==> src/hw/rtl/tw_pkg.sv <==
// tw_pkg: types, codes and sizes shared by the timing wheel tracker
// no dependencies
`default_nettype none

package tw_pkg;
	localparam int MaxEntries = 64;
	localparam int IdxW       = 6;
	localparam int CntW       = 7;
	localparam int ConnW      = 16;
	localparam int SizeW      = 7;
	localparam logic [SizeW-1:0] SizeReset = 7'd30;
	localparam logic [SizeW-1:0] SizeMax   = 7'd64;

	typedef enum logic [1:0] {
		CMD_ADD     = 2'd0,
		CMD_REFRESH = 2'd1,
		CMD_DELETE  = 2'd2,
		CMD_TICK    = 2'd3
	} cmd_t;

	localparam logic [1:0] KIND_REPLY   = 2'd0;
	localparam logic [1:0] KIND_EXPIRED = 2'd1;
	localparam logic [1:0] KIND_EMPTY   = 2'd2;

	typedef struct packed {
		logic             valid;
		logic [ConnW-1:0] conn;
		logic [IdxW-1:0]  slot;
	} entry_t;

	typedef struct packed {
		logic shift;
		logic wr;
	} cell_ctl_t;
endpackage

`default_nettype wire

==> src/hw/rtl/tw_if.sv <==
// tw_if: request, response and configuration channel interfaces
// depends on tw_pkg
`default_nettype none

interface tw_req_if;
	logic                     valid;
	logic                     ready;
	logic [1:0]               command;
	logic [tw_pkg::ConnW-1:0] conn_id;
	logic [tw_pkg::IdxW-1:0]  slot_index;
	modport source (output valid, command, conn_id, slot_index, input ready);
	modport sink (input valid, command, conn_id, slot_index, output ready);
endinterface

interface tw_rsp_if;
	logic                     valid;
	logic                     ready;
	logic [1:0]               kind;
	logic [tw_pkg::IdxW-1:0]  slot_out;
	logic                     not_found;
	logic                     table_full;
	logic [tw_pkg::ConnW-1:0] expired_id;
	logic                     last;
	modport source (output valid, kind, slot_out, not_found, table_full, expired_id, last,
		input ready);
	modport sink (input valid, kind, slot_out, not_found, table_full, expired_id, last,
		output ready);
endinterface

interface tw_cfg_if;
	logic                     valid;
	logic                     ready;
	logic [tw_pkg::SizeW-1:0] data;
	modport source (output valid, data, input ready);
	modport sink (input valid, data, output ready);
endinterface

`default_nettype wire

==> src/hw/rtl/tw_cell.sv <==
// tw_cell: one entry of the age-ordered chain, shifts toward the head
// depends on tw_pkg
`default_nettype none

module tw_cell (
	input  wire                clk,
	input  wire                arst_n,
	input  tw_pkg::cell_ctl_t  ctl,
	input  tw_pkg::entry_t     nbr,
	input  tw_pkg::entry_t     wdata,
	output tw_pkg::entry_t     ent
);
	import tw_pkg::*;

	entry_t ent_q;

	always_ff @(posedge clk or negedge arst_n) begin
		if (!arst_n) begin
			ent_q <= '0;
		end else if (ctl.wr) begin
			ent_q <= wdata;
		end else if (ctl.shift) begin
			ent_q <= nbr;
		end
	end

	assign ent = ent_q;
endmodule

`default_nettype wire

==> src/hw/rtl/timing_wheel_timeout_tracker.sv <==
// timing_wheel_timeout_tracker: timing wheel idle-timeout tracker, top level
// depends on tw_pkg, tw_if (tw_req_if, tw_rsp_if, tw_cfg_if) and tw_cell
//
//   channel | dir | moves
//   req     | in  | command, conn_id, slot_index
//   rsp     | out | kind, slot_out, not_found, table_full, expired_id, last
//   cfg     | in  | wheel_size write
//
// entries sit in a chain of 64 cells, oldest at the head, always packed
// add goes straight to the final write; refresh, delete and tick walk the chain once
// over the n stored entries, and a walk waits while rsp holds a reply not yet taken
// a wheel_size write holds off requests while the current slot is folded into range
// reset clears all cells at once; a request is not taken until the reply to the one before is loaded
`default_nettype none

module timing_wheel_timeout_tracker (
	input  wire clk,
	input  wire arst_n,
	tw_cfg_if.sink   cfg,
	tw_req_if.sink   req,
	tw_rsp_if.source rsp
);
	import tw_pkg::*;

	typedef enum logic [1:0] {IDLE, SCAN, FIN, SIZE} state_t;

	state_t           state_q;
	cmd_t             cmd_q;
	logic [ConnW-1:0] cid_q;
	logic [IdxW-1:0]  sidx_q;
	logic [IdxW-1:0]  cur_q;
	logic [SizeW-1:0] eff_q;
	logic [CntW-1:0]  count_q;
	logic [CntW-1:0]  rem_q;
	logic [CntW-1:0]  kept_q;
	logic             found_q;
	logic             pend_q;
	logic [ConnW-1:0] pid_q;

	logic             ov_q;
	logic [1:0]       kind_q;
	logic [IdxW-1:0]  slot_q;
	logic             nf_q;
	logic             full_q;
	logic [ConnW-1:0] xid_q;
	logic             last_q;

	entry_t    cell_ent [MaxEntries];
	cell_ctl_t cell_ctl [MaxEntries];
	entry_t    head;
	entry_t    wdata;
	logic      out_free;
	logic      step;
	logic      drop;
	logic      fin_wr;
	logic      fin_go;
	logic      load_rsp;
	logic [IdxW-1:0]  wptr;
	logic [IdxW-1:0]  newest;
	logic [IdxW-1:0]  next_cur;
	logic [SizeW-1:0] cfg_eff;
	logic [CntW-1:0]  wsum;

	logic [1:0]       fin_kind;
	logic [IdxW-1:0]  fin_slot;
	logic             fin_nf;
	logic             fin_full;
	logic [ConnW-1:0] fin_xid;
	logic [CntW-1:0]  fin_count;

	assign head     = cell_ent[0];
	assign out_free = !ov_q || rsp.ready;
	assign step     = (state_q == SCAN) && (rem_q != '0) && out_free;
	assign fin_go   = (state_q == FIN) && out_free;
	assign newest   = (cur_q == '0) ? IdxW'(eff_q - 7'd1) : cur_q - 6'd1;
	assign next_cur = ({1'b0, cur_q} + 7'd1 == eff_q) ? '0 : cur_q + 6'd1;
	assign cfg_eff  = (cfg.data == '0) ? 7'd1 : ((cfg.data > SizeMax) ? SizeMax : cfg.data);

	always_comb begin
		if (cmd_q == CMD_TICK) begin
			drop = head.valid && (head.slot == cur_q);
		end else begin
			drop = !found_q && head.valid && (head.slot == sidx_q) && (head.conn == cid_q);
		end
	end

	// an expired id goes out one drop late so the final one can carry last
	assign load_rsp = fin_go || (step && drop && (cmd_q == CMD_TICK) && pend_q);

	// fin writes: new entry for add, moved entry for a found refresh
	assign fin_wr = fin_go && (((cmd_q == CMD_ADD) && (count_q != CntW'(MaxEntries)))
		|| ((cmd_q == CMD_REFRESH) && found_q));

	always_comb begin
		fin_kind  = KIND_REPLY;
		fin_slot  = '0;
		fin_nf    = 1'b0;
		fin_full  = 1'b0;
		fin_xid   = '0;
		fin_count = count_q;
		case (cmd_q)
			CMD_ADD: begin
				if (count_q == CntW'(MaxEntries)) begin
					fin_full = 1'b1;
				end else begin
					fin_slot  = newest;
					fin_count = count_q + 7'd1;
				end
			end
			CMD_REFRESH: begin
				if (found_q) begin
					fin_slot  = newest;
					fin_count = kept_q + 7'd1;
				end else begin
					fin_nf = 1'b1;
				end
			end
			CMD_DELETE: begin
				fin_nf    = !found_q;
				fin_count = kept_q;
			end
			default: begin
				fin_count = kept_q;
				fin_slot  = cur_q;
				if (pend_q) begin
					fin_kind = KIND_EXPIRED;
					fin_xid  = pid_q;
				end else begin
					fin_kind = KIND_EMPTY;
				end
			end
		endcase
	end

	// kept entries land just behind the unwalked part of the chain
	always_comb begin
		wsum = rem_q - 7'd1 + kept_q;
		if (state_q == SCAN) begin
			wptr = wsum[IdxW-1:0];
		end else if (cmd_q == CMD_ADD) begin
			wptr = count_q[IdxW-1:0];
		end else begin
			wptr = kept_q[IdxW-1:0];
		end
		if (state_q == SCAN) begin
			wdata = head;
		end else begin
			wdata = '{valid: 1'b1, conn: cid_q, slot: newest};
		end
	end

	for (genvar i = 0; i < MaxEntries; i++) begin : g_cell
		entry_t nbr;
		if (i == MaxEntries - 1) begin : g_tail
			assign nbr = '0;
		end else begin : g_mid
			assign nbr = cell_ent[i+1];
		end
		assign cell_ctl[i].shift = step;
		assign cell_ctl[i].wr = (wptr == IdxW'(i)) && ((step && !drop) || fin_wr);
		tw_cell u_cell (
			.clk   (clk),
			.arst_n(arst_n),
			.ctl   (cell_ctl[i]),
			.nbr   (nbr),
			.wdata (wdata),
			.ent   (cell_ent[i])
		);
	end

	always_ff @(posedge clk or negedge arst_n) begin
		if (!arst_n) begin
			state_q <= IDLE;
			cmd_q   <= CMD_ADD;
			cid_q   <= '0;
			sidx_q  <= '0;
			cur_q   <= '0;
			eff_q   <= SizeReset;
			count_q <= '0;
			rem_q   <= '0;
			kept_q  <= '0;
			found_q <= 1'b0;
			pend_q  <= 1'b0;
			pid_q   <= '0;
			ov_q    <= 1'b0;
			kind_q  <= '0;
			slot_q  <= '0;
			nf_q    <= 1'b0;
			full_q  <= 1'b0;
			xid_q   <= '0;
			last_q  <= 1'b0;
		end else begin
			if (load_rsp) begin
				ov_q <= 1'b1;
			end else if (rsp.ready) begin
				ov_q <= 1'b0;
			end
			unique case (state_q)
				IDLE: begin
					if (cfg.valid) begin
						eff_q   <= cfg_eff;
						state_q <= SIZE;
					end else if (req.valid) begin
						cmd_q   <= cmd_t'(req.command);
						cid_q   <= req.conn_id;
						sidx_q  <= req.slot_index;
						rem_q   <= count_q;
						kept_q  <= '0;
						found_q <= 1'b0;
						pend_q  <= 1'b0;
						if (cmd_t'(req.command) == CMD_TICK) begin
							cur_q <= next_cur;
						end
						state_q <= (cmd_t'(req.command) == CMD_ADD) ? FIN : SCAN;
					end
				end
				SIZE: begin
					if ({1'b0, cur_q} >= eff_q) begin
						cur_q <= IdxW'({1'b0, cur_q} - eff_q);
					end else begin
						state_q <= IDLE;
					end
				end
				SCAN: begin
					if (rem_q == '0) begin
						state_q <= FIN;
					end else if (step) begin
						rem_q <= rem_q - 7'd1;
						if (!drop) begin
							kept_q <= kept_q + 7'd1;
						end else if (cmd_q == CMD_TICK) begin
							pend_q <= 1'b1;
							pid_q  <= head.conn;
							if (pend_q) begin
								kind_q <= KIND_EXPIRED;
								slot_q <= cur_q;
								nf_q   <= 1'b0;
								full_q <= 1'b0;
								xid_q  <= pid_q;
								last_q <= 1'b0;
							end
						end else begin
							found_q <= 1'b1;
						end
					end
				end
				FIN: begin
					if (fin_go) begin
						kind_q  <= fin_kind;
						slot_q  <= fin_slot;
						nf_q    <= fin_nf;
						full_q  <= fin_full;
						xid_q   <= fin_xid;
						last_q  <= 1'b1;
						count_q <= fin_count;
						state_q <= IDLE;
					end
				end
				default: state_q <= IDLE;
			endcase
		end
	end

	assign req.ready      = (state_q == IDLE) && !cfg.valid;
	assign cfg.ready      = (state_q == IDLE);
	assign rsp.valid      = ov_q;
	assign rsp.kind       = kind_q;
	assign rsp.slot_out   = slot_q;
	assign rsp.not_found  = nf_q;
	assign rsp.table_full = full_q;
	assign rsp.expired_id = xid_q;
	assign rsp.last       = last_q;
endmodule

`default_nettype wire

==> src/flat_wrapper.sv <==
// flat-port wrapper written by rule: the top's interface ports become plain ports
module timing_wheel_timeout_tracker_flat import tw_pkg::*;
  (clk, arst_n, cfg_valid, cfg_data, cfg_ready, req_valid, req_command, req_conn_id, req_slot_index, req_ready, rsp_valid, rsp_kind, rsp_slot_out, rsp_not_found, rsp_table_full, rsp_expired_id, rsp_last, rsp_ready);
  tw_cfg_if cfg_i ();
  tw_req_if req_i ();
  tw_rsp_if rsp_i ();
  input  wire clk;
  input  wire arst_n;
  input wire logic [$bits(cfg_i.valid)-1:0] cfg_valid;
  input wire logic [$bits(cfg_i.data)-1:0] cfg_data;
  output wire logic [$bits(cfg_i.ready)-1:0] cfg_ready;
  input wire logic [$bits(req_i.valid)-1:0] req_valid;
  input wire logic [$bits(req_i.command)-1:0] req_command;
  input wire logic [$bits(req_i.conn_id)-1:0] req_conn_id;
  input wire logic [$bits(req_i.slot_index)-1:0] req_slot_index;
  output wire logic [$bits(req_i.ready)-1:0] req_ready;
  output wire logic [$bits(rsp_i.valid)-1:0] rsp_valid;
  output wire logic [$bits(rsp_i.kind)-1:0] rsp_kind;
  output wire logic [$bits(rsp_i.slot_out)-1:0] rsp_slot_out;
  output wire logic [$bits(rsp_i.not_found)-1:0] rsp_not_found;
  output wire logic [$bits(rsp_i.table_full)-1:0] rsp_table_full;
  output wire logic [$bits(rsp_i.expired_id)-1:0] rsp_expired_id;
  output wire logic [$bits(rsp_i.last)-1:0] rsp_last;
  input wire logic [$bits(rsp_i.ready)-1:0] rsp_ready;
  assign cfg_i.valid = cfg_valid;
  assign cfg_i.data = cfg_data;
  assign cfg_ready = cfg_i.ready;
  assign req_i.valid = req_valid;
  assign req_i.command = req_command;
  assign req_i.conn_id = req_conn_id;
  assign req_i.slot_index = req_slot_index;
  assign req_ready = req_i.ready;
  assign rsp_valid = rsp_i.valid;
  assign rsp_kind = rsp_i.kind;
  assign rsp_slot_out = rsp_i.slot_out;
  assign rsp_not_found = rsp_i.not_found;
  assign rsp_table_full = rsp_i.table_full;
  assign rsp_expired_id = rsp_i.expired_id;
  assign rsp_last = rsp_i.last;
  assign rsp_i.ready = rsp_ready;
  timing_wheel_timeout_tracker u_core (.clk(clk), .arst_n(arst_n), .cfg(cfg_i), .req(req_i), .rsp(rsp_i));
endmodule
==> config.mk <==
export PLATFORM = sky130hd
export DESIGN_NAME = timing_wheel_timeout_tracker_flat
export DESIGN_NICKNAME = d
export VERILOG_FILES = /design/src/hw/rtl/tw_pkg.sv /design/src/hw/rtl/tw_if.sv /design/src/hw/rtl/tw_cell.sv /design/src/hw/rtl/timing_wheel_timeout_tracker.sv /design/src/flat_wrapper.sv
export SDC_FILE = /design/constraint.sdc
export NUM_CORES = 2
export LEC_CHECK = 0
export BUFFER_PORTS_ARGS = -buffer_cell sky130_fd_sc_hd__buf_2
export CAP_MARGIN = 5
export CORE_MARGIN = 2
export CORE_UTILIZATION = 35
export CTS_CLUSTER_DIAMETER = 80
export DETAILED_ROUTE_END_ITERATION = 7
export SETUP_SLACK_MARGIN = 0.15
export SYNTH_ARGS = -nofsm -noshare
export SYNTH_HDL_FRONTEND = slang
export SYNTH_SLANG_ARGS = --single-unit
==> constraint.sdc <==
create_clock -name clk -period 6.3 [get_ports clk]
set_clock_uncertainty 0.15 [all_clocks]
set_input_delay 0.945 -clock clk [delete_from_list [all_inputs] [get_ports clk]]
set_output_delay 0.945 -clock clk [all_outputs]
set_load 0.03 [all_outputs]
# Yosys cells after proc, flatten, opt, wreduce, memory -nomap -nowiden
# Cells that the tools add are included.
op_classes:
  addsub: 9
  magnitude_cmp: 2
  eq_ne: 93
  mux: 219
  bitwise: 2
  n_reduce_logical: 175
ops:
  columns: ["cell", "n"]
  rows:
  - ["$mux 23", 129]
  - ["$eq 6x6->1 const B", 32]
  - ["$reduce_bool 2->1", 68]
  - ["$mux 16", 8]
  - ["$eq 6x5->1 const B", 16]
  - ["$mux 6", 16]
  - ["$mux 7", 13]
  - ["$logic_and 1x1->1", 79]
  - ["$eq 6x4->1 const B", 8]
  - ["$pmux 7 s2", 3]
  - ["$pmux 16 s2", 1]
  - ["$mux 2", 14]
  - ["$eq 6x3->1 const B", 4]
  - ["$mux 1", 24]
  - ["$pmux 6 s2", 2]
  - ["$reduce_and 7->1", 3]
  - ["$pmux 6 s3", 1]
  - ["$eq 16x16->1", 1]
  - ["$ne 2x1->1 const B", 8]
  - ["$ne 2x2->1 const B", 8]
  - ["$reduce_and 5->1", 3]
  - ["$add 7x1->7 const B", 2]
  - ["$logic_not 7->1", 2]
  - ["$eq 6x2->1 const B", 2]
  - ["other kinds (30)", 53]
word_totals:
  ff_bits: 1578
  inputBits: 36
  out_inout_bits: 30
  elab_cells: 711

# Depth between registers and ports, before layout
logic_depth:
  word_depth: 10
  mapped_depth: 16
  mapped_depth_nobuf: 13

# By module
# Synthesis repeated with hierarchy kept, for this count alone.
hier_totals:
  cells_unflattened: 7257
  hier_area_um2: 76893.7
modules_own_cells:
  columns: ["mod", "n_inst", "cells_each", "area_each_um2", "seq_area_each_um2"]
  rows:
  - ["tw_cell", 64, 100, 1087.3, 575.6]
  - ["timing_wheel_timeout_tracker", 1, 857, 7307.0, 2657.5]

# Least setup slack after synthesis
# No wires, ideal clock.
synth_timing:
  kind: "flip-flop to flip-flop"
  from: "register u_core.rem_q[0]"
  to: "register u_core.g_cell[24].u_cell.ent_q, in the netlist u_core.g_cell[24].u_cell.ent[10]"
  setup_time_ps: 140
  t_arrival_ps: 3309
  t_required_ps: 6010
  slack_ps: 2701
  stages_incl_launch_ff: 16
  n_path_buf: 3
  synth_period_minus_slack_ps: 3599
  path_cell_list: "dfrtp_1 -> inv_1 -> ha_1 -> xor2_1 -> ha_1 -> and3_1 -> a2111oi_0 -> xnor3_1 -> mux2i_4 -> buf_4 -> nor2_1 -> and3_1 -> buf_2 -> buf_2 -> a211oi_1 -> a21oi_1"
synth_via:
  elab_chain_len: 7
  elab_cells_between_ends: 12
  cone_classes: "2 x add/sub; 1 x eq/ne; 2 x mux; 7 x reduce/logical"
synth_rtl:
  columns: ["element", "line_no", "text"]
  rows:
  - ["start, declared", "timing_wheel_timeout_tracker.sv:34", "logic [CntW-1:0] rem_q;"]
  - ["start signal, assigned", "timing_wheel_timeout_tracker.sv:207", "rem_q <= count_q;"]
  - ["start signal, assigned", "timing_wheel_timeout_tracker.sv:228", "rem_q <= rem_q - 7'd1;"]
  - ["branches (longest 7 deep; another with $sub 7x1->7)", null, null]
  - ["end signal, assigned", "tw_cell.sv:21", "ent_q <= wdata;"]
  - ["end signal, assigned", "tw_cell.sv:23", "ent_q <= nbr;"]
  - ["end, declared", "tw_cell.sv:15", "entry_t ent_q;"]
# Parallel ways; which one is timed is not known.
# A chain may end at the register's enable or synchronous reset.

# Worst setup path after layout
layout_timing:
  from: "register u_core.rem_q[0]"
  to: "register u_core.g_cell[42].u_cell.ent_q, in the netlist u_core.g_cell[42].u_cell.ent[4]"
layout_via:
  elab_chain_len: 7
  elab_cells_between_ends: 12
  cone_classes: "2 x add/sub; 1 x eq/ne; 2 x mux; 7 x reduce/logical"
layout_rtl:
  columns: ["element", "line_no"]
  rows:
  - ["branches (longest 7 deep; another with $sub 7x1->7)", null]
  - ["end signal, assigned", "tw_cell.sv:21"]
  - ["end signal, assigned", "tw_cell.sv:23"]
  - ["end, declared", "tw_cell.sv:15"]
# Parallel ways; which one is timed is not known.

==> reports/qor.csv <==
stage,metric,value,unit
outcome,status,finished clean,
synthesis,synth_xor_area_frac,0.006997,
routing,avgRoutedWirePerCell,21.11,um
sta,period_minus_slack,4.875,ns
global_route,grt_pass1_wl,340600,um
routing,viasPerCell,5.372,
global_route,grt_pass1_vias,53750,
synthesis,synth_area_leaders,"dfrtp_1 53%, mux2i_1 12%, a21oi_1 7.3%",
synthesis,synth_mux_area_frac,0.1197,
floorplanning,die_h,465.6,um
cts,cts_root_buf,clkbuf_16,
setup_path,critPathRequiredTime,6.83,ns
routing,first_pass_iters,6,
setup_path,crit_type,flip-flop to flip-flop,
cts,cts_tree,done,
synthesis,ys_seq_area_frac,0.5296,
setup_path,r2r-end,u_core.g_cell[42].u_cell.ent[4]$_DFFE_PN0P_,
cells_and_area,fin_nets,7552,
sta,grt_setup_unrepaired,no,
setup_path,path_common_cell,ha_1,
floorplanning,dieArea,216800,sq um
power,power_leakage,40.80,nW
cts,clockBufferDepth,3,
floorplanning,coreArea,211900,sq um
routing,top_layer,met5,
sta,slew_violations,0,
synthesis,syn_nets,7883,
cts,insertion_delay,0.84,ns
setup_path,r2r_start,u_core.rem_q[0]$_DFFE_PN0P_,
setup_path,cp-endpoint,u_core.g_cell[42].u_cell.ent[4]$_DFFE_PN0P_,
routing,ant_nets,0,
cells_and_area,diodes,0,
global_route,overflow,0,
synthesis,synth-simple-area-share,0.1498,
place,portBuffers,65,
synthesis,synthFlopType,dfrtp_1,
cts,post-cts-setup-buffers,0,
routing,detail_route.wirelength,220500,um
global_route,grt_start_max_net_pins,187,
cells_and_area,layout-drive-gt1-share,0.08483,
cells_and_area,fillers,20690,
synthesis,async_reset_ff_frac,1.000,
cells_and_area,syn_to_final_growth,11.12,%
setup_path,rr_worst_depth,12,
place,hpwl,127600,um
cells_and_area,postLayoutCellArea,82860,sq um
synthesis,synthAdderAreaFrac,0.004396,
place,postPlaceCellArea,77090,sq um
setup_path,worstPathArrival,5.41,ns
power,peakVddDrop,0.0006897,V
routing,first_iter_violations,6044,
synthesis,synth.top_cell.area_share,0.5282,
floorplanning,fp.dieW,465.6,um
global_route,track_usage,0.2003,
sta,fmax,205.1,MHz
floorplanning,start_util,0.3519,
sta,worstMarginPinSlew,1.211,ns
synthesis,synth-edff-count,0,
setup_path,start_kind,flip-flop,
place,place.gp.congestion,0.8658,
setup_path,critical_path.max_fanout,46,
synthesis,synth-compound-area-share,0.1478,
synthesis,syn_area_per_cell,9.533,sq um
routing,wl_met3,12420,um
synthesis,ys_ff_latch,1578,
sta,setup_viol,0,
power,power.density,616.5,nW/um^2
setup_path,cpPeakStageDelay,0.92,ns
cts,numCtsBuffers,169,
routing,remaining_drc_errors,0,
cts,cts.sinks,1578,
hold_path,hp-class,primary input to flip-flop,
global_route,grt_antenna_before_repair,5,
floorplanning,rows,169,
setup_path,crit_slowest_cell,nand3_2,
synthesis,ys_types,70,
sta,relSlewSlack,0.1926,
sta,hold_violations,0,
routing,drt-met1-wl,102100,um
setup_path,startpoint,u_core.rem_q[0]$_DFFE_PN0P_,
routing,vias,56120,
synthesis,syn-cell-area,74570,sq um
synthesis,synth_top_family_by_area,simple AND/OR/NAND/NOR gates,
synthesis,synth_area_leader_cell,dfrtp_1,
floorplanning,ioPinCount,66,
routing,wl_met2,99730,um
sta,final.period_utilization,0.7738,
synthesis,synthCells,7822,
cts,cts.htree.levels,4,
cts,ctsResizeCount,0,
setup_path,rrSetupSlack,1.43,ns
cts,clkTransAtPathRegs,0.06,ns
setup_path,cp_cell_sequence,"inv_1, ha_1, nand2_1, xnor2_1, ha_1, and3_1, a2111oi_0, xnor3_1, mux2_4, nor2_4, nand3_2, o21ai_0",
flow_run,cap_violations,0,
setup_path,endpoint_kind,flip-flop,
sta,tns,0,ns
synthesis,yosysWarningCount,0,
==> cells in the mapped netlist (14+ instances only) <==
master    instances
buf_1            35
o21ai_1          32
a21oi_2          34
inv_1            29
mux2i_1         862
clkbuf_1        453
xnor2_1          34
o21ai_0         180
nand2b_1         14
a211oi_1        307
buf_6            17
nor2_1         1065
dfrtp_1        1574
nand3_1          61
xor2_1           23
buf_2           186
and3_1           16
nand3_2          24
a21oi_1        1091
a31oi_1         225
and2_1          308
ha_1             23
nand2_1        1064
mux2_2           22
==> worst min-delay path by stage <==
stage | startpoint | to | slack [ns] | cells after the start
2_1_floorplan | u_core.sidx_q[1]$_DFFE_PN0P_ | u_core.sidx_q[1]$_DFFE_PN0P_ | 0.32 | 2
3_3_place_gp | u_core.rsp.expired_id[7]$_DFFE_PN0P_ | u_core.rsp.expired_id[7]$_DFFE_PN0P_ | 0.31 | 2
3_5_place_dp | u_core.rsp.expired_id[7]$_DFFE_PN0P_ | u_core.rsp.expired_id[7]$_DFFE_PN0P_ | 0.32 | 2
4_1_cts | req_conn_id[14] | u_core.cid_q[14]$_DFFE_PN0P_ | 0.09 | 3
5_1_grt | req_conn_id[14] | u_core.cid_q[14]$_DFFE_PN0P_ | 0.13 | 3
6_report | req_conn_id[14] | u_core.cid_q[14]$_DFFE_PN0P_ | 0.15 | 3
==> layout by cell type, fill, tap and decap left out, types with 6 or more instances in the layout <==
master     instances
a211oi_1         307
a21oi_1         1089
a21oi_2           36
a221oi_1           6
a22oi_1            8
a31oi_1          225
and2_1           308
and3_1            10
and3_2             6
and4_1             6
buf_12            19
buf_2             64
buf_4            110
bufinv_16         11
clkbuf_1          36
clkbuf_16        170
clkbuf_8          41
clkinv_2          29
dfrtp_1         1574
ha_1              23
inv_1             29
mux2_2            22
mux2i_1          843
mux2i_4           19
nand2_1         1047
nand2_2           17
nand2b_1          12
nand3_1           44
nand3_2           40
nand4_1            9
nor2_1          1064
nor2_4             7
nor2b_1            6
nor3_1            12
o21ai_0          180
o21ai_1           30
o22ai_1            7
o31ai_1            6
xnor2_1           34
xor2_1            23
==> area by class of cell <==
class,instances,area [sq um],share of cell area
Tap cell,2821,3530,0.04260
Sequential cell,1578,39490,0.4766
Clock inverter,60,812.0,0.009800
Multi-Input combinational cell,5519,32430,0.3913
Inverter,29,108.9,0.001314
Timing Repair Buffer,194,1536,0.01854
Clock buffer,247,4954,0.05978
==> critical path, delay by kind of cell, from the launching register on <==
family                     cells  cell delay, ns
and+or+nand+nor                4            1.42
xor gates and xnor gates       2            0.55
DFF                            1            0.45
adders and majority gates      2            0.56
AOI/OAI and AO/OA              2            1.01
buffers and inverters          1            0.13
muxes                          1            0.43
==> layer usage <==
metal / global-route usage / vias to the layer above
met3: 0.02858 / 316
met1: 0.2893 / 28000
met2: 0.3112 / 1614
li1: - / 26200
met4: 0.05943 / 2
met5: 0 / -
==> sequential cells by signal, indices dropped and copies added, names as in the netlist <==
signal,count
u_core.cur_q,6
u_core.eff_q,7
u_core.cid_q,16
u_core.rsp.kind,2
u_core.rem_q,7
u_core.rsp.table_full,1
u_core.cmd_q,2
u_core.rsp.expired_id,16
u_core.found_q,1
u_core.rsp.not_found,1
u_core.pid_q,16
u_core.rsp.valid,1
u_core.rsp.slot_out,6
u_core.sidx_q,6
u_core.kept_q,7
u_core.pend_q,1
u_core.state_q,2
u_core.g_cell.u_cell.ent,1472
u_core.rsp.last,1
u_core.count_q,7
==> repair_timing <==
action | in CTS | in global routing
endpoints found under the hold margin | 1 | 0
hold buffers | 1 | 0
endpoints found under the setup margin | 0 | 0
==> per-stage QoR <==
| step | instances | power, mW | util | setup slack [ns] | hold WS [ns] |
|---|---|---|---|---|---|
| after floorplan | 7822 | 32.53 | - | 2.701 | 0.3152 |
| after global placement | 10140 | 40.06 | 0.3638 | 1.649 | 0.3094 |
| after detailed placement | 10140 | 40.64 | 0.3638 | 1.579 | 0.3182 |
| after CTS | 10450 | 51.09 | 0.3911 | 1.532 | 0.08722 |
| after global routing | 10450 | 53.93 | 0.3911 | 1.133 | 0.1329 |
| final | 10450 | 51.08 | 0.3911 | 1.425 | 0.1493 |
==> power by group <==
| group | switching (mW) | internal (mW) | total, mW |
|---|---|---|---|
| Clock | 4.37 | 5.96 | 10.3 |
| Sequential | 2.29 | 13.6 | 15.9 |
| Combinational | 16.6 | 8.30 | 24.9 |
| Total | 23.2 | 27.8 | 51.1 |
==> cells by family after synthesis <==
logic type | after synthesis
xor+xnor | 58
mux | 887
simple gates | 2619
fa+ha+maj | 25
compound gates | 1930
buf+inv | 725
flops | 1578
Note: power is estimated with default switching activity, not from simulation.
